## src/rtl/bisection_square_root_defines.svh

```systemverilog
// Assertion macros shared by the bisection square root RTL.
// Depends on clk and rst_n being visible where a macro is used.
`ifndef BISECTION_SQUARE_ROOT_DEFINES_SVH
`define BISECTION_SQUARE_ROOT_DEFINES_SVH

// Checks an implication or property on every rising clock edge out of reset.
`define BSR_ASSERT(label, prop, msg) \
  label: assert property (@(posedge clk) disable iff (!rst_n) (prop)) else $error(msg);

// Checks that a condition never holds out of reset.
`define BSR_NEVER(label, cond, msg) \
  label: assert property (@(posedge clk) disable iff (!rst_n) !(cond)) else $error(msg);

`endif

```

## src/rtl/bsr_pkg.sv

```systemverilog
// Constants and types of the bisection square root block.
// Used by bsr_root, bsr_cell and bisection_square_root; depends on nothing.
package bsr_pkg;

  localparam int FRAC_BITS  = 16;
  localparam int MAX_ITER   = 24;
  localparam int IN_W       = 32;
  localparam int EST_W      = 25;
  localparam int STEP_W     = 6;
  localparam int INT_W      = 9;
  localparam int LH_W       = INT_W + FRAC_BITS;
  localparam int SQ_W       = 64;
  localparam int NCELL      = MAX_ITER + 1;
  localparam int ROOT_STEPS = 8;
  localparam int ROOT_CNT_W = 3;
  localparam int SH_L       = (2 * FRAC_BITS <= 32) ? 32 - 2 * FRAC_BITS : 0;
  localparam int SH_R       = (2 * FRAC_BITS > 32) ? 2 * FRAC_BITS - 32 : 0;

  localparam logic [IN_W-1:0] ONE_Q16 = 32'h0001_0000;

  typedef struct packed {
    logic              valid;
    logic [LH_W-1:0]   lo;
    logic [LH_W-1:0]   hi;
    logic [IN_W-1:0]   rad;
    logic [IN_W-1:0]   tol;
    logic [STEP_W-1:0] step;
  } link_t;

  typedef struct packed {
    logic              valid;
    logic [EST_W-1:0]  estimate;
    logic [STEP_W-1:0] step;
    logic              last;
    logic              conv;
  } res_t;

endpackage

```

## src/rtl/bsr_cell.sv

```systemverilog
// One bisection step: holds a bracket, emits its midpoint and hands the
// narrowed bracket to the next cell. Depends on bsr_pkg.
module bsr_cell (
  input  logic           clk,
  input  logic           rst_n,
  input  bsr_pkg::link_t link_in,
  output bsr_pkg::link_t link_out,
  output bsr_pkg::res_t  result
);

  bsr_pkg::link_t                 link_r;
  logic [bsr_pkg::LH_W:0]         sum;
  logic [bsr_pkg::LH_W-1:0]       x;
  logic [2*bsr_pkg::LH_W-1:0]     sq_full;
  logic [bsr_pkg::SQ_W-1:0]       sq;
  logic [bsr_pkg::SQ_W-1:0]       v32;
  logic [bsr_pkg::SQ_W-1:0]       e32;
  logic [bsr_pkg::SQ_W-1:0]       diff;
  logic                           below;
  logic                           ok;
  logic                           cap;

  always_ff @(posedge clk) begin
    if (!rst_n) begin
      link_r.valid <= 1'b0;
    end else begin
      link_r <= link_in;
    end
  end

  assign sum     = {1'b0, link_r.lo} + {1'b0, link_r.hi};
  assign x       = sum[bsr_pkg::LH_W:1];
  assign sq_full = x * x;
  assign sq      = (bsr_pkg::SQ_W'(sq_full) << bsr_pkg::SH_L) >> bsr_pkg::SH_R;
  assign v32     = bsr_pkg::SQ_W'(link_r.rad) << 16;
  assign e32     = bsr_pkg::SQ_W'(link_r.tol) << 16;
  assign below   = sq < v32;
  assign diff    = below ? (v32 - sq) : (sq - v32);
  assign ok      = diff < e32;
  assign cap     = link_r.step >= bsr_pkg::STEP_W'(bsr_pkg::MAX_ITER);

  always_comb begin
    result.valid    = link_r.valid;
    result.estimate = bsr_pkg::EST_W'(x);
    result.step     = link_r.step;
    result.last     = ok || cap;
    result.conv     = ok;

    link_out.valid  = link_r.valid && !(ok || cap);
    link_out.lo     = below ? x : link_r.lo;
    link_out.hi     = below ? link_r.hi : x;
    link_out.rad    = link_r.rad;
    link_out.tol    = link_r.tol;
    link_out.step   = link_r.step + 1'b1;
  end

endmodule

```

## config.mk

```make
export PLATFORM = sky130hd
export DESIGN_NAME = bsr_cell
export DESIGN_NICKNAME = d
export VERILOG_FILES = /design/src/rtl/bisection_square_root_defines.svh /design/src/rtl/bsr_pkg.sv /design/src/rtl/bsr_cell.sv
export SDC_FILE = /design/constraint.sdc
export NUM_CORES = 2
export LEC_CHECK = 0
export BUFFER_PORTS_ARGS = -buffer_cell sky130_fd_sc_hd__buf_2
export CORE_MARGIN = 4
export CORE_UTILIZATION = 30
export CTS_CLUSTER_DIAMETER = 40
export DETAILED_ROUTE_END_ITERATION = 10
export PLACE_DENSITY_LB_ADDON = 0.2
export SYNTH_ARGS = -nofsm -noshare
export SYNTH_HDL_FRONTEND = slang
export SYNTH_SLANG_ARGS = --single-unit
```

## constraint.sdc

```tcl
create_clock -name clk -period 17.46 [get_ports clk]
set_input_delay 1.746 -clock clk [delete_from_list [all_inputs] [get_ports clk]]
set_output_delay 1.746 -clock clk [all_outputs]
set_load 0.02 [all_outputs]
```

### Word level (Yosys, flattened, before mapping)

Index checks and enable logic that the tools add are counted.

| storage, ports and cells | value |
|---|---|
| flip-flop bits (word level) | 121 |
| latch bits | 0 |
| memory bits (writable) | 0 |
| bits in read-only memories | 0 |
| input bits | 123 |
| output and inout bits | 155 |
| logic and storage cells | 20 |
| memories | 0 |

| cells by class | value |
|---|---|
| add/sub/neg operators | 4 |
| $mul | 1 |
| divide/modulo/power cells | 0 |
| $lt $le $gt $ge | 3 |
| equal/unequal tests | 0 |
| shifts and indexed selects | 0 |
| muxes and demuxes | 3 |
| bitwise logic cells | 0 |
| reduce and logical (&&, ||, !) cells | 3 |

Operators with widths:

| cell | count |
|---|---|
| $lt A64 B48 Y1 | 1 |
| $mux W64 | 1 |
| $sub A48 B50 Y51 | 1 |
| $sub A50 B48 Y51 | 1 |
| $lt A50 B48 Y1 | 1 |
| $mul A25 B25 Y50 | 1 |
| $mux W25 | 2 |
| $add A25 B25 Y26 | 1 |
| $add A6 B1 Y6 const B | 1 |
| $ge A6 B5 Y1 const B | 1 |
| $logic_and A1 B1 Y1 | 1 |
| $logic_not A1 Y1 | 1 |
| $logic_or A1 B1 Y1 | 1 |

### Depth between registers and ports, before layout

| depth | value |
|---|---|
| depth in word-level cells | 8 |
| mapped depth | 69 |
| depth with buffers taken out | 65 |

### Worst setup path before layout

No wires, ideal clock.

| timing | value |
|---|---|
| path type | reg-to-output |
| start | register link_r[71] (netlist name) |
| end | output link_out[120] (netlist name) |
| data arrival time | 13.959 ns |
| data required time | 15.714 ns |
| setup slack | 1.755 ns |
| cell stages (with the launch flop) | 65 |
| path buffers | 4 |
| cell sequence | edfxtp_1 ha_1 a31o_2 o22a_1 a21oi_2 o21ai_2 nand2_1 o21ai_0 o21ai_0 nand2b_1 a21o_1 a21o_1 xnor2_1 clkbuf_1 nand2_1 fa_1 inv_1 fa_1 (+29 left out) nand2_1 buf_2 buf_2 a21oi_1 xor2_1 ha_1 a21o_1 a21o_1 a21o_1 a21oi_1 nor2b_1 o21ai_0 nand2b_1 a211oi_1 o22ai_1 nor3_1 o211ai_1 and3_1 |

RTL lines:

| item | RTL line | text |
|---|---|---|
| from (decl) | bsr_cell.sv:11 | `bsr_pkg::link_t link_r;` |
| from (signal assigned) | bsr_cell.sv:27 | `link_r <= link_in;` |
| to (decl) | bsr_cell.sv:7 | `output bsr_pkg::link_t link_out,` |

==> impl_metrics.json <==
{
  "cts_tree": "built",
  "drive_above_1_share": 0.134,
  "utilization": 0.341,
  "rows": 112,
  "crit_slowest_cell": "fa_1",
  "drtPass1Iterations": 5,
  "num_vias": 22000,
  "hp-class": "in2reg",
  "die_area_um2": 99100,
  "dieWidth_um": 315,
  "hold_viol": 0,
  "holdCritStartpoint": "link_in[114]",
  "areaGrowthSynthToFinish_pct": 12.7,
  "yosysSeqAreaShare": 0.128,
  "worstPathRequired_ps": 15710,
  "cts.sinks": 121,
  "status": "finished clean",
  "viasPerCell": 4.70,
  "fp.dieH_um": 315,
  "maxCapViolations": 0,
  "final_common_cell": "inv_1",
  "finalCritPeriodShare": 0.951,
  "crit_fanout": 13,
  "antenna_found_initial": 1,
  "cp-end-kind": "primary output",
  "yosysWarnings": 0,
  "grtUsageTotal": 0.183,
  "diodes": 0,
  "fmax_mhz": 60.2,
  "floorplan.initialDensity": 0.302,
  "relSlewSlack": 0.241,
  "path_class": "reg2out",
  "wl_um": 90100,
  "fillers": 10000,
  "grt_max_degree": 67,
  "worst_pin_slew_ps": 1130,
  "async_reset_ff_frac": 0,
  "hold_depth": 1,
  "cts_root_buf": "clkbuf_16",
  "path_common_cell": "fa_1",
  "critPathTopFamily": "compound AO/OA/AOI/OAI gates",
  "worst_setup_path_start_kind": "register",
  "synth-seq-cells": 121,
  "drc_errors": 0,
  "synth.distinct_cells": 77,
  "finalCriticalPeriod_ps": 16600,
  "cts-buffers-inserted": 17,
  "fin_nets": 4301,
  "cp_num_buf_inv": 9,
  "hold_end": "link_r[114]",
  "grt_pass1_wl_um": 137000,
  "syn_area_um2": 28200,
  "drt_iter0_markers": 1154,
  "grt.overflow.total": 0,
  "finalSetupViolCount": 0,
  "hold-worst-slack_ps": 1420,
  "hpwl_um": 75000,
  "synth_edf_count": 120,
  "cts_buffer_depth": 2,
  "cts_hold_buf": 0,
  "ys.flop_type": "edfxtp_1",
  "drv_slew": 0,
  "grt_pass1_vias": 23100,
  "worstPathArrival_ps": 14860,
  "final_cell_mix": "773 x inv_1, 475 x fa_1, 296 x ha_1",
  "synthCells": 3192,
  "syn_nets": 4090,
  "coreArea_um2": 93300,
  "io_buffers": 277,
  "drtAntennaViolNets": 0,
  "syn_avg_cell_area_um2": 8.84,
  "wl_per_cell_um": 19.3,
  "clkSlewWorstSetupHoldPaths_ps": 80,
  "globalplace.congestion": 0.901,
  "worst_path_largest_cell_delay_ps": 540,
  "io_pins": 278,
  "cts-htree-levels": 4
}
[worst max path at each step]
stage / endpoint / slack, ps / cells after the start / from
finish: link_out[120] / 860 / 61 / link_r[70]
floorplan: link_out[120] / 1750 / 64 / link_r[71]
global route: link_out[120] / -40 / 67 / link_r[70]
global placement: link_out[120] / 590 / 65 / link_r[70]
CTS: link_out[120] / 80 / 61 / link_r[71]
detailed placement: link_out[120] / 320 / 66 / link_r[70]
[cells in the mapped netlist, types with 7 or more instances]
cell type,instances,area share
a211oi_1,19,0.0051
clkbuf_1,90,0.012
inv_1,780,0.10
o21a_1,15,0.0040
and4_1,9,0.0028
o21bai_1,24,0.0064
xor2_1,31,0.0096
o211ai_1,13,0.0035
a21oi_1,163,0.029
mux2i_1,11,0.0039
nor2b_1,26,0.0058
and3_1,19,0.0042
buf_4,72,0.019
fa_1,475,0.34
nand2_1,294,0.039
nor2_1,207,0.028
nor3_1,17,0.0030
o21ai_0,130,0.023
buf_2,8,0.0014
a21o_1,76,0.020
and2_1,32,0.0071
a31oi_1,15,0.0033
xnor2_1,71,0.022
nand3_1,26,0.0046
ha_1,300,0.13
edfxtp_1,120,0.13
nor4_1,7,0.0016
nand2b_1,16,0.0035
nand4_1,25,0.0055
[layer usage]
layer	share of wire	track usage	wire, um
met2	0.48	0.309	43500
met3	0.063	0.0387	5640
met1	0.43	0.238	38900
met4	0.024	0.0502	2180
met5	0	0	0
[area by class of cell]
cell class / count / area [um2] / area share
Multi-Input combinational cell: 2109 / 20900 / 0.656
Tap cell: 1254 / 1570 / 0.0493
Clock inverter: 14 / 164 / 0.00515
Inverter: 786 / 2980 / 0.0936
Clock buffer: 18 / 429 / 0.0135
Sequential cell: 121 / 3620 / 0.114
Timing Repair Buffer: 368 / 2170 / 0.0683
[state kept, by name, summed over array words and instances, names as in the netlist]
signal,count
result,7
link_r,50
link_out,64
[logic make-up after synthesis]
logic type,count (synthesis),share of synthesized area
muxes,13,0.00470
adders and majority gates,775,0.470
DFF,121,0.128
and+or+nand+nor,691,0.108
AOI/OAI and AO/OA,527,0.118
xor gates and xnor gates,103,0.0326
buffers and inverters,962,0.138
[per-stage QoR]
stage | cells | setup TNS, ps | setup slack (ps) | cell area [um2]
floorplan | 3192 | 0 | 1750 | 28200
global placement | 4615 | 0 | 587 | 30800
detailed placement | 4615 | 0 | 323 | 30800
CTS | 4647 | 0 | 80.9 | 31400
global route | 4670 | -35.7 | -35.7 | 31800
finish | 4670 | 0 | 857 | 31800
[what timing repair did]
| action | 4_1_cts | 5_1_grt |
|---|---|---|
| pin swaps | 0 | 10 |
| endpoints found under the setup margin | 3 | 3 |
| hold endpoints to repair | 0 | 0 |
| setup buffers | 0 | 23 |
| gates resized for setup | 5 | 47 |
Power is not shown: default switching activity piles up to over one toggle a cycle in this logic, so the estimate is an artifact.
