File: src/rtl/bisection_square_root_defines.svh
// Assertion macros shared by the bisection square root RTL.
// Depends on clk and rst_n being visible where a macro is used.
`ifndef BISECTION_SQUARE_ROOT_DEFINES_SVH
`define BISECTION_SQUARE_ROOT_DEFINES_SVH

// Checks an implication or property on every rising clock edge out of reset.
`define BSR_ASSERT(label, prop, msg) \
  label: assert property (@(posedge clk) disable iff (!rst_n) (prop)) else $error(msg);

// Checks that a condition never holds out of reset.
`define BSR_NEVER(label, cond, msg) \
  label: assert property (@(posedge clk) disable iff (!rst_n) !(cond)) else $error(msg);

`endif

File: src/rtl/bsr_pkg.sv
// Constants and types of the bisection square root block.
// Used by bsr_root, bsr_cell and bisection_square_root; depends on nothing.
package bsr_pkg;

  localparam int FRAC_BITS  = 16;
  localparam int MAX_ITER   = 24;
  localparam int IN_W       = 32;
  localparam int EST_W      = 25;
  localparam int STEP_W     = 6;
  localparam int INT_W      = 9;
  localparam int LH_W       = INT_W + FRAC_BITS;
  localparam int SQ_W       = 64;
  localparam int NCELL      = MAX_ITER + 1;
  localparam int ROOT_STEPS = 8;
  localparam int ROOT_CNT_W = 3;
  localparam int SH_L       = (2 * FRAC_BITS <= 32) ? 32 - 2 * FRAC_BITS : 0;
  localparam int SH_R       = (2 * FRAC_BITS > 32) ? 2 * FRAC_BITS - 32 : 0;

  localparam logic [IN_W-1:0] ONE_Q16 = 32'h0001_0000;

  typedef struct packed {
    logic              valid;
    logic [LH_W-1:0]   lo;
    logic [LH_W-1:0]   hi;
    logic [IN_W-1:0]   rad;
    logic [IN_W-1:0]   tol;
    logic [STEP_W-1:0] step;
  } link_t;

  typedef struct packed {
    logic              valid;
    logic [EST_W-1:0]  estimate;
    logic [STEP_W-1:0] step;
    logic              last;
    logic              conv;
  } res_t;

endpackage

File: src/rtl/bsr_root.sv
// Integer bracket search: least c in 1..256 with c*c*2^16 >= radicand.
// Binary search in ROOT_STEPS steps; depends on bsr_pkg.
module bsr_root (
  input  logic                          clk,
  input  logic                          rst_n,
  input  logic                          start,
  input  logic [bsr_pkg::IN_W-1:0]      rad,
  output logic                          done,
  output logic [bsr_pkg::INT_W-1:0]     c_hi
);

  logic [bsr_pkg::INT_W-1:0]      lo_r, lo_nxt;
  logic [bsr_pkg::INT_W-1:0]      hi_r, hi_nxt;
  logic [bsr_pkg::ROOT_CNT_W-1:0] cnt_r, cnt_nxt;
  logic                           run_r, run_nxt;
  logic                           done_r, done_nxt;
  logic [bsr_pkg::INT_W:0]        sum;
  logic [bsr_pkg::INT_W-1:0]      mid;
  logic [2*bsr_pkg::INT_W-1:0]    mid_sq;
  logic                           pass;

  assign sum    = {1'b0, lo_r} + {1'b0, hi_r};
  assign mid    = sum[bsr_pkg::INT_W:1];
  assign mid_sq = mid * mid;
  assign pass   = {mid_sq, 16'b0} >= (2 * bsr_pkg::INT_W + 16)'(rad);

  always_comb begin
    lo_nxt   = lo_r;
    hi_nxt   = hi_r;
    cnt_nxt  = cnt_r;
    run_nxt  = run_r;
    done_nxt = 1'b0;
    if (start) begin
      lo_nxt  = '0;
      hi_nxt  = bsr_pkg::INT_W'(256);
      cnt_nxt = '0;
      run_nxt = 1'b1;
    end else if (run_r) begin
      if (pass) begin
        hi_nxt = mid;
      end else begin
        lo_nxt = mid;
      end
      cnt_nxt = cnt_r + 1'b1;
      if (cnt_r == bsr_pkg::ROOT_CNT_W'(bsr_pkg::ROOT_STEPS - 1)) begin
        run_nxt  = 1'b0;
        done_nxt = 1'b1;
      end
    end
  end

  always_ff @(posedge clk) begin
    if (!rst_n) begin
      run_r  <= 1'b0;
      done_r <= 1'b0;
    end else begin
      run_r  <= run_nxt;
      done_r <= done_nxt;
    end
  end

  always_ff @(posedge clk) begin
    lo_r  <= lo_nxt;
    hi_r  <= hi_nxt;
    cnt_r <= cnt_nxt;
  end

  assign done = done_r;
  assign c_hi = hi_r;

endmodule

File: config.mk
export PLATFORM = sky130hd
export DESIGN_NAME = bsr_root
export DESIGN_NICKNAME = d
export VERILOG_FILES = /design/src/rtl/bisection_square_root_defines.svh /design/src/rtl/bsr_pkg.sv /design/src/rtl/bsr_root.sv
export SDC_FILE = /design/constraint.sdc
export NUM_CORES = 1
export LEC_CHECK = 0
export BUFFER_PORTS_ARGS = -buffer_cell sky130_fd_sc_hd__buf_4
export CAP_MARGIN = 20
export CORE_UTILIZATION = 60
export CTS_CLUSTER_SIZE = 24
export DETAILED_ROUTE_END_ITERATION = 12
export PLACE_DENSITY = 0.82
export REMOVE_ABC_BUFFERS = 1
export SYNTH_ARGS = -nofsm -noshare
export SYNTH_HDL_FRONTEND = slang
export SYNTH_SLANG_ARGS = --single-unit
File: constraint.sdc
create_clock -name clk -period 8.3 [get_ports clk]
set_input_delay 0.415 -clock clk [delete_from_list [all_inputs] [get_ports clk]]
set_output_delay 0.415 -clock clk [all_outputs]
set_load 0.01 [all_outputs]
# After elaboration in Yosys (flattened, before gate mapping)
# Cells that the tools add are included.
[totals] reg_bits=23 word_cells=20
[op_classes] n_addsub=2 n_mul=1 n_lt_le_gt_ge=1 eq_ne=1 mux=4 n_bitwise=3 n_reduce_logical=3
[op_table] operator=">= comparator 34 x 32 -> 1 bit" n=1
[op_table] operator="multiplier 9 x 9 -> 18 bit" n=1
[op_table] operator="adder 9 x 9 -> 10 bit" n=1
[op_table] operator="two-way mux 1 bit" n=4
[op_table] operator="AND reduction 2 bit" n=2
[op_table] operator="adder 3 x 1 -> 3 bit (second input constant)" n=1
[op_table] operator="equality test 3 bit (second input constant)" n=1
[op_table] operator="NOT 1 bit" n=3
[op_table] operator="OR reduction 3 bit" n=1

# Depth between registers and ports, before layout
[logic_depth] ltp_word=5 mapped_depth=32 mapped_depth_nobuf=32

# Least setup slack after synthesis
# No wires, ideal clock.
[synth_path] path_type="reg-to-reg" startpoint="register hi_r (netlist bit c_hi[0])" endpoint="register lo_r[1] (netlist bit)" setup_time_ps=121 t_arrival_ps=7146 slack_ps=1034 stages_incl_launch_ff=32 path_buffers=0 synth_period_minus_slack_ps=7266 path_cell_list="dfxtp_1 and2_1 fa_1 a211oi_1 nor2_2 o21ai_0 nor2b_1 xnor2_1 inv_1 nor2_1 inv_1 fa_1 inv_1 fa_1 ha_1 inv_1 fa_1 inv_1 ha_1 o21ai_0 nor2_1 o31ai_1 a21boi_0 o211ai_1 a31oi_1 xor2_1 ha_1 and4_1 o2111ai_1 o211ai_1 nor4b_4 mux2_2"
[synth_between] elab_chain_len=5
[synth_lines] item="start, declared" line="bsr_root.sv:13" source="logic [bsr_pkg::INT_W-1:0] hi_r, hi_nxt;"
[synth_lines] item="start signal, assigned" line="bsr_root.sv:64" source="hi_r <= hi_nxt;"
[synth_lines] item="adder 9 x 9 -> 10 bit (*)" line="bsr_root.sv:22" source="assign sum = {1'b0, lo_r} + {1'b0, hi_r};"
[synth_lines] item="multiplier 9 x 9 -> 18 bit" line="bsr_root.sv:24" source="assign mid_sq = mid * mid;"
[synth_lines] item=">= comparator 34 x 32 -> 1 bit" line="bsr_root.sv:25" source="assign pass = {mid_sq, 16'b0} >= (2 * bsr_pkg::INT_W + 16)'(rad);"
[synth_lines] item="NOT 1 bit (no source line)"
[synth_lines] item="AND reduction 2 bit (no source line)"
[synth_lines] item="end signal, assigned" line="bsr_root.sv:63" source="lo_r <= lo_nxt;"
[synth_lines] item="end, declared" line="bsr_root.sv:12" source="logic [bsr_pkg::INT_W-1:0] lo_r, lo_nxt;"
# Mark *: on every way between the ends. The rest lies on a longest branch, timed or not.
# A chain may end at the register's enable or synchronous reset.

# Final worst setup path
[layout_path] startpoint="register hi_r (netlist bit c_hi[0])" endpoint="register hi_r (netlist bit c_hi[2])"
[layout_between] elab_chain_len=4
[layout_lines] item="adder 9 x 9 -> 10 bit (*)" line="bsr_root.sv:22"
[layout_lines] item="multiplier 9 x 9 -> 18 bit" line="bsr_root.sv:24"
[layout_lines] item=">= comparator 34 x 32 -> 1 bit" line="bsr_root.sv:25"
[layout_lines] item="AND reduction 2 bit (no source line)"
# Marked as above.

==> results <==
- The clock insertion delay at the later pin of the skew report is 0.26 ns.
- The clock-pin slew reported for the worst setup and hold paths after clock tree synthesis is 0.08 ns.
- The clock passes through at most 2 buffers.
- The data required time at the worst endpoint is 8.45 ns.
- Counting flops with an async set or reset pin after synthesis yields a share of 0%.
- Measured along the y axis, the die boundary spans 81.8 um.
- 45 I/O pins were placed.
- The commonest cells after synthesis are 90 x inv_1, 55 x ha_1, 41 x nor2_1.
- By area the synthesized netlist is led by fa_1 19%, ha_1 18%, dfxtp_1 12%, inv_1 8.8%, mux2_2 4.4%.
- The mean cell area of the mapped netlist is 8.52 um^2.
- In this run the register-to-register setup slack is 0.59 ns.
- Between clock sinks in the finished design, the worst skew comes to 0.00387 ns.
- In this run, CTS created clock tree buffers numbering 3.
- Summing the sequential cell areas from Yosys gives 12.0% of the chip area.
- The relative slew slack is 53.7%.
- Before antenna repair, the detailed router went through 5 iterations.
- In the final layout, the multi-input gates occupy 3010 um^2.
- The number of sinks driven by the clock tree is 23.
- The die is 81.8 um wide.
- The highest-delay cell along the critical path is fa_1.
- The final layout contains routed wiring with a total length of 7540 um.
- The average routed wire per standard cell is 13.2 um.
- The cell at the root of the clock tree is clkbuf_8.
- The worst path needs 7.71 ns of the cycle, external delays included.
- The final design area excluding fillers is 4340 um^2.
- On the worst path, the slowest cell contributes a delay of 0.54 ns.
- The number of global-route vias before repair is 2967.
- Setup repair after global routing left no endpoint under its margin.
- The routed metal-1 wirelength is 3330 um.
- The floorplan has 28 rows.
- Detailed placement ended at an HPWL of 6460 um.
- The flow ran to the end, and the final reports show no timing, DRC or antenna violations.
- The tool flagged a number of max-cap violations equal to 0.
- STA puts the critical path data arrival time at 7.86 ns.
- The highest layer used for signal routing is met4.
- The first global-routing pass estimated 12800 um of wire.
- Timing analysis after detailed placement gives a worst setup slack of 0.309 ns.
- The number of cells on the worst reg-to-reg path is 31.
- Using the TritonRoute via totals, the vias-per-cell ratio works out to 5.47.
- The number of hold violations in the final report came to 0.
- The pin count of the biggest net entering global routing is 34.
- The number of antenna violations at the first check in global routing was 0.
- After detailed routing, the number of remaining DRC violations is 0.
- The category of the critical setup timing path is reg2reg.
- The summed negative setup slack over all endpoints is 0 ns.
- Based on the critical path, the design can be clocked at up to 130 MHz.
- VDD sags by at most 0.000138 V.
- In the final layout, flip-flops and latches occupy 460 um^2.
- The detailed-routed wire length on met3 is 259 um.
- Summing every instance area after synthesis gives 3820 um^2.
- In this run the biggest area consumer among cell types represents 18.8% of the synthesized area.
- The region available for standard cell placement spans 6030 um^2.
- The number of antenna diodes in the final layout is 0.
- The capturing element of the worst setup path is c_hi[2].
- In the synthesized netlist, the number of instances is 449.
- The number of H-tree branching levels is 1.
- The type of the most critical hold path is in2reg.
- In this run the critical register-to-register path is launched from c_hi[0].
- The global-route total usage across every layer is 24.1%.
- The number of synthesized register bits is 23.
- For this configuration, the core starts out at a cell density of 63.5%.
- After layout, the worst path uses 92.9% of the clock period.
- For the pin with the worst max-slew slack, the measured transition is 0.689 ns.
- The final-report max-slew violation count is 0.
- The final count of negative-setup-slack endpoints is 0.
- After the first detailed-routing iteration, the DRC count stood at 131.
- In this run the worst path has a maximum fanout of 8.
- The number of nets in the final layout is 624.
- The worst reg2reg path endpoint is c_hi[2].
- The cell taking the most area after synthesis is fa_1.
- The total length of routed met2 wires is 3910 um.
- Global routing finished with a remaining overflow of 0.
- The fraction of final layout cells sized beyond drive strength 1 is 17.1%.
- The primary flip-flop cell chosen by synthesis mapping is dfxtp_1.
- The final setup slack of the worst path is 0.591 ns.
- The total of buffers placed on input and output ports is 44.
- In this design, the critical path's most frequently occurring cell is fa_1.
- The most common cell in the netlist is inv_1.
- For this design the ratio of total power to cell area is 148 nW/um^2.
- Detailed routing inserted a total of 3128 vias.
- TritonCTS built the clock tree.
- The fill cell total of the finished layout is 472.
- Synthesis instantiated 54 different standard cells from the library.
- The startpoint type of the worst setup path is a register.
- For this run, the share of the core covered by cells in the final layout is 72.1%.
- The Yosys warning count is 0.
- At the end of routability-driven placement, the weighted congestion stood at 0.897.
- Tracing the worst setup path back leads to its startpoint at c_hi[0].
- The total die area is 6700 um^2.
- The number of nets with antenna violations after routing is 0.
- Along the worst hold path, the cell count comes to 2.
- The placed standard-cell area is 4270 um^2.
- The signed area change from the synthesized netlist to the final layout is 13.5%.
- The synthesized design contains 0 enable-type register cells.
- The worst setup path is captured at a register.
- The analysis attributes to cell leakage a power of 0.00236 uW.
how the worst min path moves through the flow:
stage / startpoint / end / slack [ns]
final: rst_n / run_r / 0.37
after global routing: rst_n / run_r / 0.37
after CTS: rst_n / run_r / 0.37
after detailed placement: cnt_r[1] / cnt_r[1] / 0.50
after global placement: lo_r[0] / lo_r[0] / 0.48
after floorplan: lo_r[0] / lo_r[0] / 0.46
power by group:
| group | leakage (uW) | internal (uW) | switching, uW |
|---|---|---|---|
| registers | 0.000186 | 121 | 8.48 |
| clock network | 0.0000228 | 34.2 | 33.2 |
| logic | 0.00216 | 200 | 246 |
| total | 0.00236 | 355 | 288 |
metal layers:
metal,vias up,global-route usage (%)
met4,0,2.11
met3,4,3.22
met1,1520,31.6
li1,1564,-
met2,40,43.4
met5,-,0
kinds of logic (layout without fill, tap and decap cells):
| logic type | count (synthesis) | count (layout) | share of synthesized area (%) |
|---|---|---|---|
| and+or+nand+nor | 126 | 126 | 17.0 |
| adders and majority gates | 91 | 91 | 36.8 |
| buffers and inverters | 97 | 145 | 9.55 |
| xor gates and xnor gates | 22 | 22 | 5.04 |
| DFF | 23 | 23 | 12.0 |
| muxes | 22 | 22 | 6.25 |
| AOI/OAI and AO/OA | 68 | 68 | 13.2 |
cell usage in the layout, fill, tap and decap left out, types with 2 or more instances in the layout:
master    instances
nand4_1           4
a211oi_1          4
o21bai_1          2
ha_1             55
inv_1            89
o21ba_2           2
or2_2             4
mux2_2           15
xnor2_1          14
nor2b_1          21
nor3_1            3
and4_1            3
nor4_1            3
o21ai_0          11
clkbuf_8          3
fa_1             36
o21a_1            4
a21boi_0          3
mux2i_1           7
o31a_1            2
xor2_1            8
nand2b_1          5
buf_4            50
nand2_1          27
o211ai_1          2
and2_1            5
and3_1            2
a21oi_1          14
dfxtp_1          23
nor2_1           41
a21o_1            8
per-stage QoR:
step           cells  total power, uW  hold slack (ns)
2_1_floorplan    442              445            0.457
3_3_place_gp     567              549            0.479
3_5_place_dp     567              566            0.497
4_1_cts          571              638            0.371
5_1_grt          572              707            0.372
6_report         572              643            0.374
critical path: cells and delay by family (launching register included):
family	cells	cell delay (ns)
XOR/XNOR	2	0.42
flip-flops	1	0.34
buffers and inverters	4	0.33
AO/OA/AOI/OAI	10	2.14
AND/OR/NAND/NOR	7	0.92
adder cells (fa/ha/maj)	7	3.10
multiplexers	1	0.33
flip-flops by register name, indices dropped and copies added, names as in the netlist:
signal,cells
c_hi,9
lo_r,9
cnt_r,3
done,1
run_r,1
layout make-up:
type	count	share of cell area [%]
tap	75	2.16
sequential	23	10.6
multi-input combinational	329	69.3
timing repair buffer	51	9.11
inverter	90	7.78
clock buffer	4	1.04
what timing repair did:
| item | 4_1_cts | 5_1_grt |
|---|---|---|
| gates resized for setup | 0 | 3 |
| setup buffers | 0 | 1 |
| hold buffers | 0 | 0 |
| endpoints found under the setup margin | 0 | 18 |
(Power assumes the default switching activity.)
